**config.mk**
```make
export PLATFORM = sky130hd
export DESIGN_NAME = base32_byte_stream_encoder
export DESIGN_NICKNAME = d
export VERILOG_FILES = /design/src/rtl/core/b32e_pkg.sv /design/src/rtl/core/b32e_slicer.sv /design/src/rtl/core/b32e_char_queue.sv /design/src/rtl/core/base32_byte_stream_encoder.sv
export VERILOG_INCLUDE_DIRS = /design/src /design/src/rtl/core
export SDC_FILE = /design/constraint.sdc
export NUM_CORES = 1
export LEC_CHECK = 0
export ABC_AREA = 0
export ABC_CLOCK_PERIOD_IN_PS = 2750
export BUFFER_PORTS_ARGS = -buffer_cell sky130_fd_sc_hd__buf_2
export CAP_MARGIN = 5
export CORE_AREA = 5 5 98 54
export CTS_CLUSTER_SIZE = 10
export DETAILED_ROUTE_END_ITERATION = 8
export DIE_AREA = 0 0 103 59
export GPL_TIMING_DRIVEN = 1
export PLACE_DENSITY = 0.75
export SETUP_SLACK_MARGIN = 0.3
export SYNTH_ARGS = -nofsm -noshare
export SYNTH_HDL_FRONTEND = slang
export SYNTH_SLANG_ARGS = --single-unit
export TNS_END_PERCENT = 50
```
**constraint.sdc**
```tcl
create_clock -name clk -period 2.75 [get_ports clk]
set_clock_uncertainty 0.2 [all_clocks]
set_input_delay 0.1375 -clock clk [delete_from_list [all_inputs] [get_ports clk]]
set_output_delay 0.1375 -clock clk [all_outputs]
set_load 0.01 [all_outputs]
```
**src/rtl/core/assert_macros.svh**
```systemverilog
// Assertion macros shared by the RTL of the base32 stream encoder.
// Each macro expects a clock named clk and an active-high reset named rst in scope.
`ifndef ASSERT_MACROS_SVH
`define ASSERT_MACROS_SVH

// Check an implication on every clock edge outside reset.
`define ASSERT_IMPLY(label, cond, prop, msg) \
  label: assert property (@(posedge clk) disable iff (rst) (cond) |-> (prop)) \
    else $error(msg);

// Check a property in the cycle after a condition, outside reset.
`define ASSERT_NEXT(label, cond, prop, msg) \
  label: assert property (@(posedge clk) disable iff (rst) (cond) |=> (prop)) \
    else $error(msg);

`endif

```
**src/rtl/core/b32e_pkg.sv**
```systemverilog
// Package for the base32 byte stream encoder: slice record and alphabet lookup.
// No dependencies; used by b32e_slicer, b32e_char_queue and the top level.
`timescale 1ns / 1ps
`default_nettype none

package b32e_pkg;

  localparam int unsigned GroupBits = 5;
  localparam int unsigned CharBits  = 7;
  localparam int unsigned HeldBits  = 4;
  localparam int unsigned MaxGroups = 3;

  // Up to three 5-bit groups cut from one byte, with their count (1..3).
  typedef struct packed {
    logic [MaxGroups-1:0][GroupBits-1:0] groups;
    logic [1:0]                          count;
    logic                                msg_end;
  } slice_t;

  localparam logic [CharBits-1:0] ALPHABET [32] = '{
    7'h30, 7'h31, 7'h32, 7'h33, 7'h34, 7'h35, 7'h36, 7'h37,
    7'h38, 7'h39, 7'h41, 7'h42, 7'h43, 7'h44, 7'h45, 7'h46,
    7'h47, 7'h48, 7'h4A, 7'h4B, 7'h4D, 7'h4E, 7'h50, 7'h51,
    7'h52, 7'h53, 7'h54, 7'h56, 7'h57, 7'h58, 7'h59, 7'h5A
  };

  function automatic logic [CharBits-1:0] b32e_char(input logic [GroupBits-1:0] group);
    return ALPHABET[group];
  endfunction

endpackage

`default_nettype wire

```
**src/rtl/core/b32e_slicer.sv**
```systemverilog
// Combinational group cutter: joins held bits with a new byte, cuts 5-bit groups.
// Depends on b32e_pkg.
`timescale 1ns / 1ps
`default_nettype none

module b32e_slicer import b32e_pkg::*; (
  input  logic [HeldBits-1:0] held_bits,
  input  logic [2:0]          held_count,
  input  logic [7:0]          data_byte,
  input  logic                msg_end,
  output slice_t              slice,
  output logic [HeldBits-1:0] next_bits,
  output logic [2:0]          next_count
);

  logic [2:0]          cnt;
  logic [2:0]          rem;
  logic [HeldBits-1:0] held_mask;
  logic [11:0]         acc;
  logic [11:0]         win;
  logic                two_full;

  always_comb begin
    cnt       = (held_count > 3'd4) ? 3'd4 : held_count;
    held_mask = 4'hf >> (3'd4 - cnt);
    acc       = {held_bits & held_mask, data_byte};
    // MSB-align the valid bits so groups sit at fixed positions
    win       = acc << (3'd4 - cnt);
    two_full  = (cnt >= 3'd2);
    rem       = two_full ? (cnt - 3'd2) : (cnt + 3'd3);

    slice.groups[0] = win[11:7];
    slice.groups[1] = win[6:2];
    slice.groups[2] = {win[1:0], 3'b000};
    slice.msg_end   = msg_end;
    if (two_full) begin
      slice.count = (msg_end && (rem != 3'd0)) ? 2'd3 : 2'd2;
    end else begin
      slice.count = msg_end ? 2'd2 : 2'd1;
    end

    if (msg_end) begin
      next_bits  = '0;
      next_count = 3'd0;
    end else begin
      next_bits  = acc[HeldBits-1:0] & (4'hf >> (3'd4 - rem));
      next_count = rem;
    end
  end

endmodule

`default_nettype wire

```
**src/rtl/core/b32e_char_queue.sv**
```systemverilog
// Slice buffer and output register: emits a slice's groups, one per cycle while out_ready is high.
// Depends on b32e_pkg.
`timescale 1ns / 1ps
`default_nettype none

module b32e_char_queue import b32e_pkg::*; (
  input  logic                clk,
  input  logic                rst,
  input  logic                in_valid,
  output logic                in_ready,
  input  slice_t              slice,
  output logic                out_valid,
  input  logic                out_ready,
  output logic [CharBits-1:0] out_char,
  output logic                out_run_last,
  output logic                out_msg_last
);

  logic   buf_valid;
  slice_t buf_slice;
  logic [1:0] idx;
  logic   out_load;
  logic   buf_last;
  logic   drain;
  logic   accept;

  assign out_load = !out_valid || out_ready;
  assign buf_last = (idx == (buf_slice.count - 2'd1));
  assign drain    = buf_valid && out_load;
  assign in_ready = !buf_valid || (drain && buf_last);
  assign accept   = in_valid && in_ready;

  always_ff @(posedge clk) begin
    if (rst) begin
      buf_valid <= 1'b0;
      idx       <= 2'd0;
      out_valid <= 1'b0;
    end else begin
      if (accept) begin
        buf_valid <= 1'b1;
        idx       <= 2'd0;
      end else if (drain && buf_last) begin
        buf_valid <= 1'b0;
      end else if (drain) begin
        idx <= idx + 2'd1;
      end
      if (out_load) begin
        out_valid <= buf_valid;
      end
    end
  end

  always_ff @(posedge clk) begin
    if (accept) begin
      buf_slice <= slice;
    end
    if (drain) begin
      out_char     <= b32e_char(buf_slice.groups[idx]);
      out_run_last <= buf_last;
      out_msg_last <= buf_last && buf_slice.msg_end;
    end
  end

endmodule

`default_nettype wire

```
**src/rtl/core/base32_byte_stream_encoder.sv**
```systemverilog
// Top level of the base32 byte stream encoder (Crockford alphabet, no padding).
// Depends on b32e_pkg, b32e_slicer, b32e_char_queue and assert_macros.svh.
//
// Usage:
//   Input stream: one message byte per transaction on s_tdata, s_tlast high
//   on the last byte of a message. Output stream: one ASCII character per
//   transaction on m_tdata, m_tuser high on the last character produced by
//   one input byte, m_tlast high on the last character of the message.
//   Path: a byte is held in the slice buffer, then each of its characters
//   passes through the output register. Throughput: a byte stays in the
//   slice buffer until its characters (1 to 3, 1.6 on average over a message)
//   have all moved on, at one per cycle while m_tready is high. The next byte
//   is taken in the same cycle the last character of the current one moves
//   to the output register, so bytes follow back to back.
//   Reset clears the held bits, the slice buffer and the output register.
//   When the receiver stalls, hold the output character, keep the buffered
//   slice, and drop s_tready once the buffer is full.
`timescale 1ns / 1ps
`default_nettype none

`include "assert_macros.svh"

module base32_byte_stream_encoder import b32e_pkg::*; (
  input  logic       clk,
  input  logic       rst,
  input  logic       s_tvalid,
  output logic       s_tready,
  input  logic [7:0] s_tdata,   // [7:0] data_byte
  input  logic       s_tlast,   // message_end
  output logic       m_tvalid,
  input  logic       m_tready,
  output logic [7:0] m_tdata,   // [6:0] out_char, [7] zero
  output logic       m_tlast,   // message_last
  output logic       m_tuser    // [0] run_last
);

  // Bits of the stream not yet cut into a group
  logic [HeldBits-1:0] leftover_bits;
  logic [2:0]          leftover_count;
  logic [HeldBits-1:0] leftover_bits_next;
  logic [2:0]          leftover_count_next;

  slice_t              slice;
  logic [CharBits-1:0] out_char;
  logic                s_accept;

  assign s_accept = s_tvalid && s_tready;

  b32e_slicer u_slicer (
    .held_bits  (leftover_bits),
    .held_count (leftover_count),
    .data_byte  (s_tdata),
    .msg_end    (s_tlast),
    .slice      (slice),
    .next_bits  (leftover_bits_next),
    .next_count (leftover_count_next)
  );

  b32e_char_queue u_queue (
    .clk          (clk),
    .rst          (rst),
    .in_valid     (s_tvalid),
    .in_ready     (s_tready),
    .slice        (slice),
    .out_valid    (m_tvalid),
    .out_ready    (m_tready),
    .out_char     (out_char),
    .out_run_last (m_tuser),
    .out_msg_last (m_tlast)
  );

  // Advance the held bits only on an accepted transaction
  always_ff @(posedge clk) begin
    if (rst) begin
      leftover_bits  <= '0;
      leftover_count <= 3'd0;
    end else if (s_accept) begin
      leftover_bits  <= leftover_bits_next;
      leftover_count <= leftover_count_next;
    end
  end

  assign m_tdata = {1'b0, out_char};

  `ASSERT_IMPLY(a_held_count_range, 1'b1, leftover_count <= 3'd4,
                "held bit count above four")
  `ASSERT_NEXT(a_clear_on_end, s_accept && s_tlast, leftover_count == 3'd0,
               "held bits not cleared after message end")
  `ASSERT_IMPLY(a_msg_last_ends_run, m_tvalid && m_tlast, m_tuser,
                "message end not on the last character of its byte")
  `ASSERT_IMPLY(a_char_range, m_tvalid, (m_tdata[6:0] >= 7'h30) && (m_tdata[6:0] <= 7'h5A),
                "output character outside the alphabet range")

endmodule

`default_nettype wire
```
* After elaboration in Yosys (flattened, before gate mapping) *
Memory sizes are Yosys's and may differ from the RTL's. A register that Yosys moved wholly into a read port is not among the register bits.
Index checks and enable logic that the tools add are counted.

operators by class
  add/subtract/negate cells = 6
  magnitude comparators = 3
  eq/ne operators = 1
  shifts and indexed selects = 3
  mux-type cells = 11
  bitwise logic cells = 4
  reduce and logical (&&, ||, !) cells = 13

operators by type and width
  kind                                                                                  count
  12-bit by 3-bit << shifter with 12-bit output                                         1
  5-bit binary-select mux with 2-bit select                                             1
  3-bit two-way mux                                                                     3
  4-bit AND                                                                             2
  4-bit by 3-bit right shift with 4-bit output (first input constant)                   2
  5-bit inverter with 6-bit output                                                      1
  3-bit subtractor (first input constant)                                               2
  1-bit logical AND                                                                     5
  5-bit two-way mux                                                                     1
  2-bit two-way mux                                                                     2
  4-bit two-way mux                                                                     1
  3-bit by 2-bit adder with 3-bit output (second input constant)                        1
  3-bit by 2-bit greater-or-equal comparator with 1-bit output (second input constant)  1
  3-bit > comparator (second input constant)                                            1
  2-bit by 3-bit < comparator with 1-bit output (second input constant)                 1
  1-bit two-way mux                                                                     3
  3-bit nonzero test                                                                    1
  3-bit by 2-bit subtractor with 3-bit output (second input constant)                   1
  2-bit by 1-bit adder with 2-bit output (second input constant)                        1
  2-bit == test                                                                         1
  1-bit zero test                                                                       2
  1-bit logical OR                                                                      2
  2-bit AND reduction                                                                   1
  2-bit nonzero test                                                                    1
  other kinds (3)                                                                       3

storage, ports and cells
  register bits after elaboration = 28
  bits in read-only memories = 224
  input port bits = 13
  output and inout bits = 12
  logic and storage cells = 54
  memories kept = 1

memory list
  name              depth  width  rd ports  clocked after Yosys merged registers in  wr ports  line            source
  (name not given)  32     7      1         1                                        0         b32e_pkg.sv:28  return ALPHABET[group];

* Longest topological paths before layout *
Gate-level depths: netlist (run 1).

  depth after elaboration = 8
  mapped depth = 13
  gate-level depth less buffers = 10

* Hierarchy *
A second synthesis (run 1) with hierarchy kept.

second synthesis, totals
  cell total of the unflattened synthesis = 260
  area total of the unflattened synthesis = 2632.5 um2

by module, submodules not included
  module                      instances  cells an instance  area an instance (um2)  sequential area each (um2)
  b32e_char_queue             1          109                1487.7                  890.9
  b32e_slicer                 1          119                834.6                   0.0
  base32_byte_stream_encoder  1          32                 310.3                   140.1

* Worst setup path before layout (run 1) *
No wires, ideal clock.

  kind = flip-flop to flip-flop
  from = register leftover_count[0]
  to = register leftover_bits[1]
  arrival = 2.449 ns
  required time = 2.481 ns
  slack = 0.033 ns
  cell stages (with the launch flop) = 14
  path buffers = 3
  cell sequence = dfxtp_1 > nor2b_1 > buf_4 > inv_2 > buf_6 > ha_1 > clkbuf_1 > nor2_1 > nor2_1 > ha_1 > ha_1 > nor3b_1 > nand4b_1 > o21ai_1

between the ends
  longest elaborated chain between the ends = 8
  elaborated cells between the ends (all ways) = 10
  classes of those cells = 3 x add/sub; 2 x order compare; 1 x shift; 3 x mux; 1 x bitwise

ends and longest elaborated chain
  item                                                            line                              source
  start: declaration                                              base32_byte_stream_encoder.sv:39  logic [2:0] leftover_count;
  start signal: assignment                                        base32_byte_stream_encoder.sv:79  leftover_count <= leftover_count_next;
  3-bit > comparator                                              b32e_slicer.sv:24                 cnt = (held_count > 3'd4) ? 3'd4 : held_count;
  3-bit two-way mux *                                             b32e_slicer.sv:24
  3-bit by 2-bit adder with 3-bit output (tied with other cells)  b32e_slicer.sv:30                 rem = two_full ? (cnt - 3'd2) : (cnt + 3'd3);
  3-bit two-way mux *                                             b32e_slicer.sv:30
  3-bit subtractor *                                              b32e_slicer.sv:46                 next_bits = acc[HeldBits-1:0] & (4'hf >> (3'd4 - rem));
  4-bit by 3-bit right shift with 4-bit output *                  b32e_slicer.sv:46
  4-bit AND *                                                     b32e_slicer.sv:46
  4-bit two-way mux *                                             b32e_slicer.sv:42                 if (msg_end) begin
  end signal: assignment                                          base32_byte_stream_encoder.sv:78  leftover_bits <= leftover_bits_next;
  end: declaration                                                base32_byte_stream_encoder.sv:38  logic [HeldBits-1:0] leftover_bits;

Every way passes the cells marked *; elsewhere a longest branch is shown, timed or not.
A chain may end at the register's enable or synchronous reset.

* Worst setup path in the final report (run 1) *
  from = register u_queue.idx[0]
  to = register u_queue.out_char[0], data pin

between the ends
  longest elaborated chain between the ends = 3

ends and longest elaborated chain
  item                                                    line                   source
  start: declaration                                      b32e_char_queue.sv:21  logic [1:0] idx;
  start signal: assignment                                b32e_char_queue.sv:45  idx <= idx + 2'd1;
  5-bit binary-select mux with 2-bit select               b32e_char_queue.sv:58  out_char <= b32e_char(buf_slice.groups[idx]);
  5-bit two-way mux (not written as such)                 b32e_char_queue.sv:58
  5-bit inverter with 6-bit output (not written as such)  b32e_pkg.sv:28
  end: declaration                                        b32e_char_queue.sv:14  output logic [CharBits-1:0] out_char,

No other way between the ends. The select of a mux whose other input is x is not followed.

==> results.cfg, run 1 <==
[routing]
ant_nets = 0
wl_per_cell_um = 13.3
first_pass_iters = 4
num_vias = 1660
first_iter_violations = 48
via_per_inst = 5.37
route.detailed.drc = 0
drt-total-wl_um = 4100

[die]
die_w_um = 103
dieArea_um2 = 6080
die_y_um = 59
core_area_um2 = 4300
fp-row-count = 17
initial_utilization = 0.518
ioPinCount = 25

[min_path]
min_path_type = input pin to flip-flop
min_from = m_tready
hold_path_depth = 3
min_to = u_queue.out_valid$_SDFFE_PP0N_

[pwr]
p_leak_nw = 1.03
p_per_area_nw_per_um2 = 578
peakVddDrop_uv = 220

[timing]
final.period_utilization = 0.857
worst_hold_slack_ns = 0.0174
period_needed_ns = 2.36
setup_tns_ns = 0
drv_slew = 0
fmaxAchievable_mhz = 424
final_hold_viol_count = 0
setup-violations-final = 0
rsz0062_at_grt = true
fin_ws_ns = 0.394

[clocking]
cts_tree = built
clock_latency_ns = 0.28
path_clk_slew_ns = 0.07
cts_htree_levels = 2
cts.path.max_buffers = 2
clockRootBuffer = clkbuf_8
cts.sinks = 35
cts_buffers = 5

[critical_path]
critPathMaxStageDelay_ns = 0.40
rr_startpoint = u_queue.idx[0]$_SDFFE_PP0P_
crit_required_ns = 2.57
critPathBufInv = 1
critPathTopFamily = flip-flops
rrSetupSlack_ns = 0.39
path_cells = mux2i_1 -> nor2_2 -> inv_1 -> ha_1 -> nor2_1 -> mux2_2 -> a221o_1
r2r_end = u_queue.out_char[0]$_DFFE_PP_
endpoint_kind = flip-flop
crit_cells = 7
reg2reg_depth = 7
cp_max_fo = 6
slowest_stage = dfxtp_1
worstSetupPathType = flip-flop to flip-flop
critPathLaunchType = flip-flop
arrival_ns = 2.18

[synth]
synthSimpleGateAreaFrac = 0.170
synthCells = 222
synth-seq-area-share = 0.422
synth_adder_area_share = 0.0674
synth_compound_area_frac = 0.131
synth_top_area_frac = 0.324
syn_avg_cell_area_um2 = 10.0
syn_area_um2 = 2230
yosysUniqueCellTypes = 44
syn_nets = 247
ys_seq_elements = 35
synth.area.mux_share = 0.121
synthTopCellsByArea = edfxtp_1 (32%), dfxtp_1 (9.9%), mux2i_1 (8.5%)
synth_xor_area_frac = 0.0236
ys_warn_count = 0
synth_top_family_by_area = simple AND/OR/NAND/NOR gates
synth_top_area_cell = edfxtp_1

[finish]
finalInstanceArea_um2 = 2560
nets = 276
fillCellCount = 382
antenna_cells = 0
layoutNonFillerInstCount = 309
final_layout_size_suffix_gt1_frac = 0.210
syn2layout_area_growth_pct = 15.0

[run_status]
status = finished clean

[placed_design]
numPortBuffers = 23
place_hpwl_um = 3070
placed_area_um2 = 2390
pre_cts_slack_ns = 0.283
placedCellCount = 293
finalWeightedCongestion = 0.874

[global_route]
grt_first_pass_wirelength_um = 6980
grt-ovfl-total = 0
antenna_found_initial = 0
grt_usage = 0.144
grt_pass1_vias = 1545
grt_max_degree = 29

[run]
cap_violations = 0
registers in the layout, summed over array words and instances (netlist names):
| signal | flops |
|---|---|
| leftover_bits | 4 |
| u_queue.buf_slice | 15 |
| u_queue.out_valid | 1 |
| u_queue.buf_valid | 1 |
| u_queue.out_char | 7 |
| u_queue.idx | 2 |
| u_queue.out_run_last | 1 |
| u_queue.out_msg_last | 1 |
| leftover_count | 3 |
metrics by stage:
step / power [W] / util
6_report: 0.00148 / 0.596
5_1_grt: 0.00158 / 0.596
4_1_cts: 0.00150 / 0.593
3_5_place_dp: 0.00111 / 0.556
3_3_place_gp: 0.00109 / 0.556
2_1_floorplan: 0.00101 / -
Yosys cell counts:
master and instances:
edfxtp_1 24, o211ai_1 1, and3_1 3, nand2_1 10, o21a_1 2, or3_1 1
a221o_1 1, xnor2_1 4, conb_1 1, a31oi_4 1, o22a_1 1, a32oi_1 1
inv_2 1, o21ai_1 13, nand3b_1 6, a211oi_1 4, buf_2 3, a21oi_1 13
nand3_1 4, ha_1 12, buf_4 3, clkbuf_1 7, buf_6 3, o22ai_1 3
and2_1 2, nand4_1 2, or2_1 1, mux2i_1 19, a21o_1 1, xor2_1 2
o31ai_1 1, nor3b_1 2, nor2_1 14, dfxtp_1 11, inv_1 10, mux2_2 5
nand2b_1 12, mux4_2 1, o21ai_0 2, o2bb2ai_1 1, nand4b_1 2, nor2b_1 4
o32ai_1 1, nor3_1 7
power breakdown:
| part | total, W | switching (W) | internal (W) | leakage [nW] |
|---|---|---|---|---|
| Sequential | 0.000664 | 0.0000264 | 0.000638 | 0.323 |
| Combinational | 0.000444 | 0.000247 | 0.000197 | 0.660 |
| Clock | 0.000373 | 0.000173 | 0.000201 | 0.0459 |
cell usage in the layout, fill, tap and decap left out, types with 5 or more instances in the layout:
cell,instances
edfxtp_1,24
buf_4,8
nor3_1,7
nand3b_1,6
a21oi_1,13
dlygate4sd3_1,7
o21ai_1,13
nor2_1,10
mux2_2,5
clkbuf_8,6
nand2_1,10
mux2i_1,19
ha_1,12
inv_1,10
nand2b_1,12
dfxtp_1,8
buf_2,23
routing by layer:
layer	global-route usage	vias to the layer above	routed length, um
met4	0.0424	0	59
met3	0.0329	6	140
met5	0	-	0
met2	0.249	28	1940
li1	-	851	-
met1	0.183	775	1960
worst register-to-register path: stages (launching register included):
cell and delay, ns:
dfxtp_1 0.40, mux2i_1 0.11, nor2_2 0.22, inv_1 0.13
ha_1 0.36, nor2_1 0.06, mux2_2 0.26, a221o_1 0.35
cells by family after synthesis:
group | Yosys count
adder cells (fa/ha/maj) | 12
flip-flops | 35
AND/OR/NAND/NOR | 70
AO/OA/AOI/OAI | 46
XOR/XNOR | 6
other | 1
buffers and inverters | 27
multiplexers | 25
layout make-up:
type / instances / area (um^2) / share of cell area
timing repair buffer: 38 / 245 / 0.0957
inverter: 11 / 41.3 / 0.0161
multi-input combinational: 160 / 1170 / 0.456
sequential: 35 / 945 / 0.369
clock buffer: 7 / 86.3 / 0.0337
tap: 57 / 71.3 / 0.0278
clock inverter: 1 / 3.75 / 0.00147
worst max-delay path by stage:
| stage | start | to | slack (ns) |
|---|---|---|---|
| 4_1_cts | leftover_count[2]$_SDFFE_PP0P_ | leftover_bits[1]$_SDFFE_PP0P_ | 0.37 |
| 3_3_place_gp | u_queue.idx[0]$_SDFFE_PP0P_ | u_queue.out_char[0]$_DFFE_PP_ | 0.32 |
| 5_1_grt | u_queue.idx[0]$_SDFFE_PP0P_ | u_queue.out_char[0]$_DFFE_PP_ | 0.28 |
| 3_5_place_dp | u_queue.idx[0]$_SDFFE_PP0P_ | u_queue.out_char[0]$_DFFE_PP_ | 0.28 |
| 2_1_floorplan | leftover_count[0]$_SDFFE_PP0P_ | leftover_bits[3]$_SDFFE_PP0P_ | 0.31 |
| 6_report | u_queue.idx[0]$_SDFFE_PP0P_ | u_queue.out_char[0]$_DFFE_PP_ | 0.39 |
what timing repair did:
item,4_1_cts,5_1_grt
cloned,0,0
endpoints found under the hold margin,9,0
buffers inserted,0,1
endpoints found under the setup margin,1,6
resized for setup,1,2
hold buffers,7,0
pin swaps,0,0
(Power assumes the default switching activity.)
==> run 2, diff against run 1 <==
--- a/config.mk
+++ b/config.mk
@@ -10,12 +10,13 @@
 export ABC_CLOCK_PERIOD_IN_PS = 2750
 export BUFFER_PORTS_ARGS = -buffer_cell sky130_fd_sc_hd__buf_2
 export CAP_MARGIN = 5
-export CORE_AREA = 5 5 98 54
+export CORE_AREA = 5 5 96 53
+export CTS_BUF_LIST = sky130_fd_sc_hd__clkbuf_4 sky130_fd_sc_hd__clkbuf_8
 export CTS_CLUSTER_SIZE = 10
 export DETAILED_ROUTE_END_ITERATION = 8
-export DIE_AREA = 0 0 103 59
+export DIE_AREA = 0 0 101 58
 export GPL_TIMING_DRIVEN = 1
-export PLACE_DENSITY = 0.75
+export PLACE_DENSITY = 0.78
 export SETUP_SLACK_MARGIN = 0.3
 export SYNTH_ARGS = -nofsm -noshare
 export SYNTH_HDL_FRONTEND = slang
==> run 2 against run 1 <==
Compared with the run above:
- wire length is 10% higher
- power is 7.4% higher
- cell area is 2.3% higher
- highest routed layer unchanged
==> results.cfg, run 2 (synthesis results as in run 1) <==
[critical_path]
critPathBufInv = 1
cp_max_fo = 11
endpoint_kind = flip-flop
worstSetupPathType = flip-flop to flip-flop
slowest_stage = dfxtp_1
arrival_ns = 2.25
critPathLaunchType = flip-flop
path_cells = buf_6 -> mux2i_2 -> nor2_2 -> ha_1 -> nor2_1 -> mux2_2 -> a221o_1
crit_required_ns = 2.60
timing.critical_path.from = u_queue.idx[0]$_SDFFE_PP0P_
critPathMaxStageDelay_ns = 0.39
critPathTopFamily = multiplexers
rr_startpoint = u_queue.idx[0]$_SDFFE_PP0P_

[global_route]
grt_pass1_vias = 1522
grt-ovfl-total = 0
grt_max_degree = 29
grt_first_pass_wirelength_um = 7400
antenna_found_initial = 0
grt_usage = 0.162

[finish]
largest_register = u_queue.buf_slice
multi_input_area_um2 = 1170
top_regs = u_queue.buf_slice: 15 flops, u_queue.out_char: 7 flops, leftover_bits: 4 flops
fillCellCount = 364
final_common_cell = edfxtp_1
antenna_cells = 0
seq_area_um2 = 945
finalInstanceArea_um2 = 2620
nets = 280
layout_common_cells = edfxtp_1 (24), buf_2 (23), mux2i_1 (18)
final_layout_size_suffix_gt1_frac = 0.234
largest_reg_flops = 15
post-route-util = 0.626
syn2layout_area_growth_pct = 17.7

[routing]
via_per_inst = 5.38
wl_per_cell_um = 14.4
route.detailed.drc = 0
first_iter_violations = 77
num_vias = 1683
first_pass_iters = 4
drt-total-wl_um = 4510
ant_nets = 0

[run]
cap_violations = 0

[pwr]
p_per_area_nw_per_um2 = 607
total_power_w = 0.00159
p_leak_nw = 1.06
peakVddDrop_uv = 317

[timing]
period_needed_ns = 2.40
final_hold_viol_count = 0
fmaxAchievable_mhz = 416
worst_hold_slack_ns = 0.0315
drv_slew = 0
setup-violations-final = 0
rsz0062_at_grt = true
final.period_utilization = 0.874
setup_tns_ns = 0

[die]
fp-row-count = 17
ioPinCount = 25
initial_utilization = 0.532
die_w_um = 101
die_y_um = 58
dieArea_um2 = 5860
core_area_um2 = 4190

[clocking]
cts_htree_levels = 2
clock_latency_ns = 0.29
path_clk_slew_ns = 0.07
clockRootBuffer = clkbuf_8
cts.path.max_buffers = 2
cts_tree = built
cts.sinks = 35
cts_buffers = 5

[placed_design]
placed_area_um2 = 2390
numPortBuffers = 23
finalWeightedCongestion = 0.809
place_hpwl_um = 3310

[min_path]
min_path_type = input pin to flip-flop
min_from = m_tready

[run_status]
status = finished clean
==> run 2: worst paths after layout <==
| path | endpoint | slack (ns) | depth (start not counted) |
|---|---|---|---|
| setup / recovery | u_queue.out_char[0]$_DFFE_PP_ | 0.35 | 7 |
| hold reg to reg | leftover_bits[0]$_SDFFE_PP0P_ | 0.29 | 2 |
| setup reg to reg | u_queue.out_char[0]$_DFFE_PP_ | 0.35 | 7 |
| hold / removal | u_queue.out_valid$_SDFFE_PP0N_ | 0.03 | 3 |
==> run 2: layer usage <==
| metal | track usage | part of all wire | up-vias |
|---|---|---|---|
| met5 | 0 | 0 | - |
| met4 | 0.0492 | 0.014 | 0 |
| met3 | 0.0493 | 0.071 | 10 |
| met2 | 0.206 | 0.37 | 43 |
| met1 | 0.257 | 0.55 | 767 |
| li1 | - | - | 863 |
==> run 2: worst min-delay path, delay by kind of cell <==
| kind | cells | cell delay (ns) |
|---|---|---|
| AND/OR/NAND/NOR | 1 | 0.17 |
| buffers and inverters | 1 | 0.07 |
| AO/OA/AOI/OAI | 1 | 0.09 |
==> run 2: per-stage QoR <==
stage | setup slack, ns | instances
finish | 0.346 | 313
global route | 0.268 | 313
CTS | 0.244 | 308
detailed placement | 0.213 | 293
global placement | 0.264 | 293
floorplan | 0.305 | 222
==> run 2: area by class of cell <==
| class | instances | area share |
|---|---|---|
| Multi-Input combinational cell | 160 | 0.447 |
| Clock inverter | 3 | 0.0167 |
| Tap cell | 57 | 0.0272 |
| Clock buffer | 5 | 0.0263 |
| Inverter | 11 | 0.0158 |
| Timing Repair Buffer | 42 | 0.106 |
| Sequential cell | 35 | 0.360 |
==> run 2: report_power, final <==
group          total (W)  switching, W  leakage (nW)  internal (W)
clock           0.000463      0.000193        0.0581      0.000270
combinational   0.000460      0.000258         0.683      0.000203
sequential      0.000667     0.0000292         0.323      0.000638
total            0.00159      0.000480          1.06       0.00111
==> run 2: what timing repair did <==
| item | in CTS | in global routing |
|---|---|---|
| pin swaps | 0 | 1 |
| hold endpoints to repair | 9 | 0 |
| hold buffers | 7 | 0 |
| setup endpoints to repair | 3 | 8 |
| gates resized for setup | 1 | 4 |
| buffers inserted | 0 | 5 |
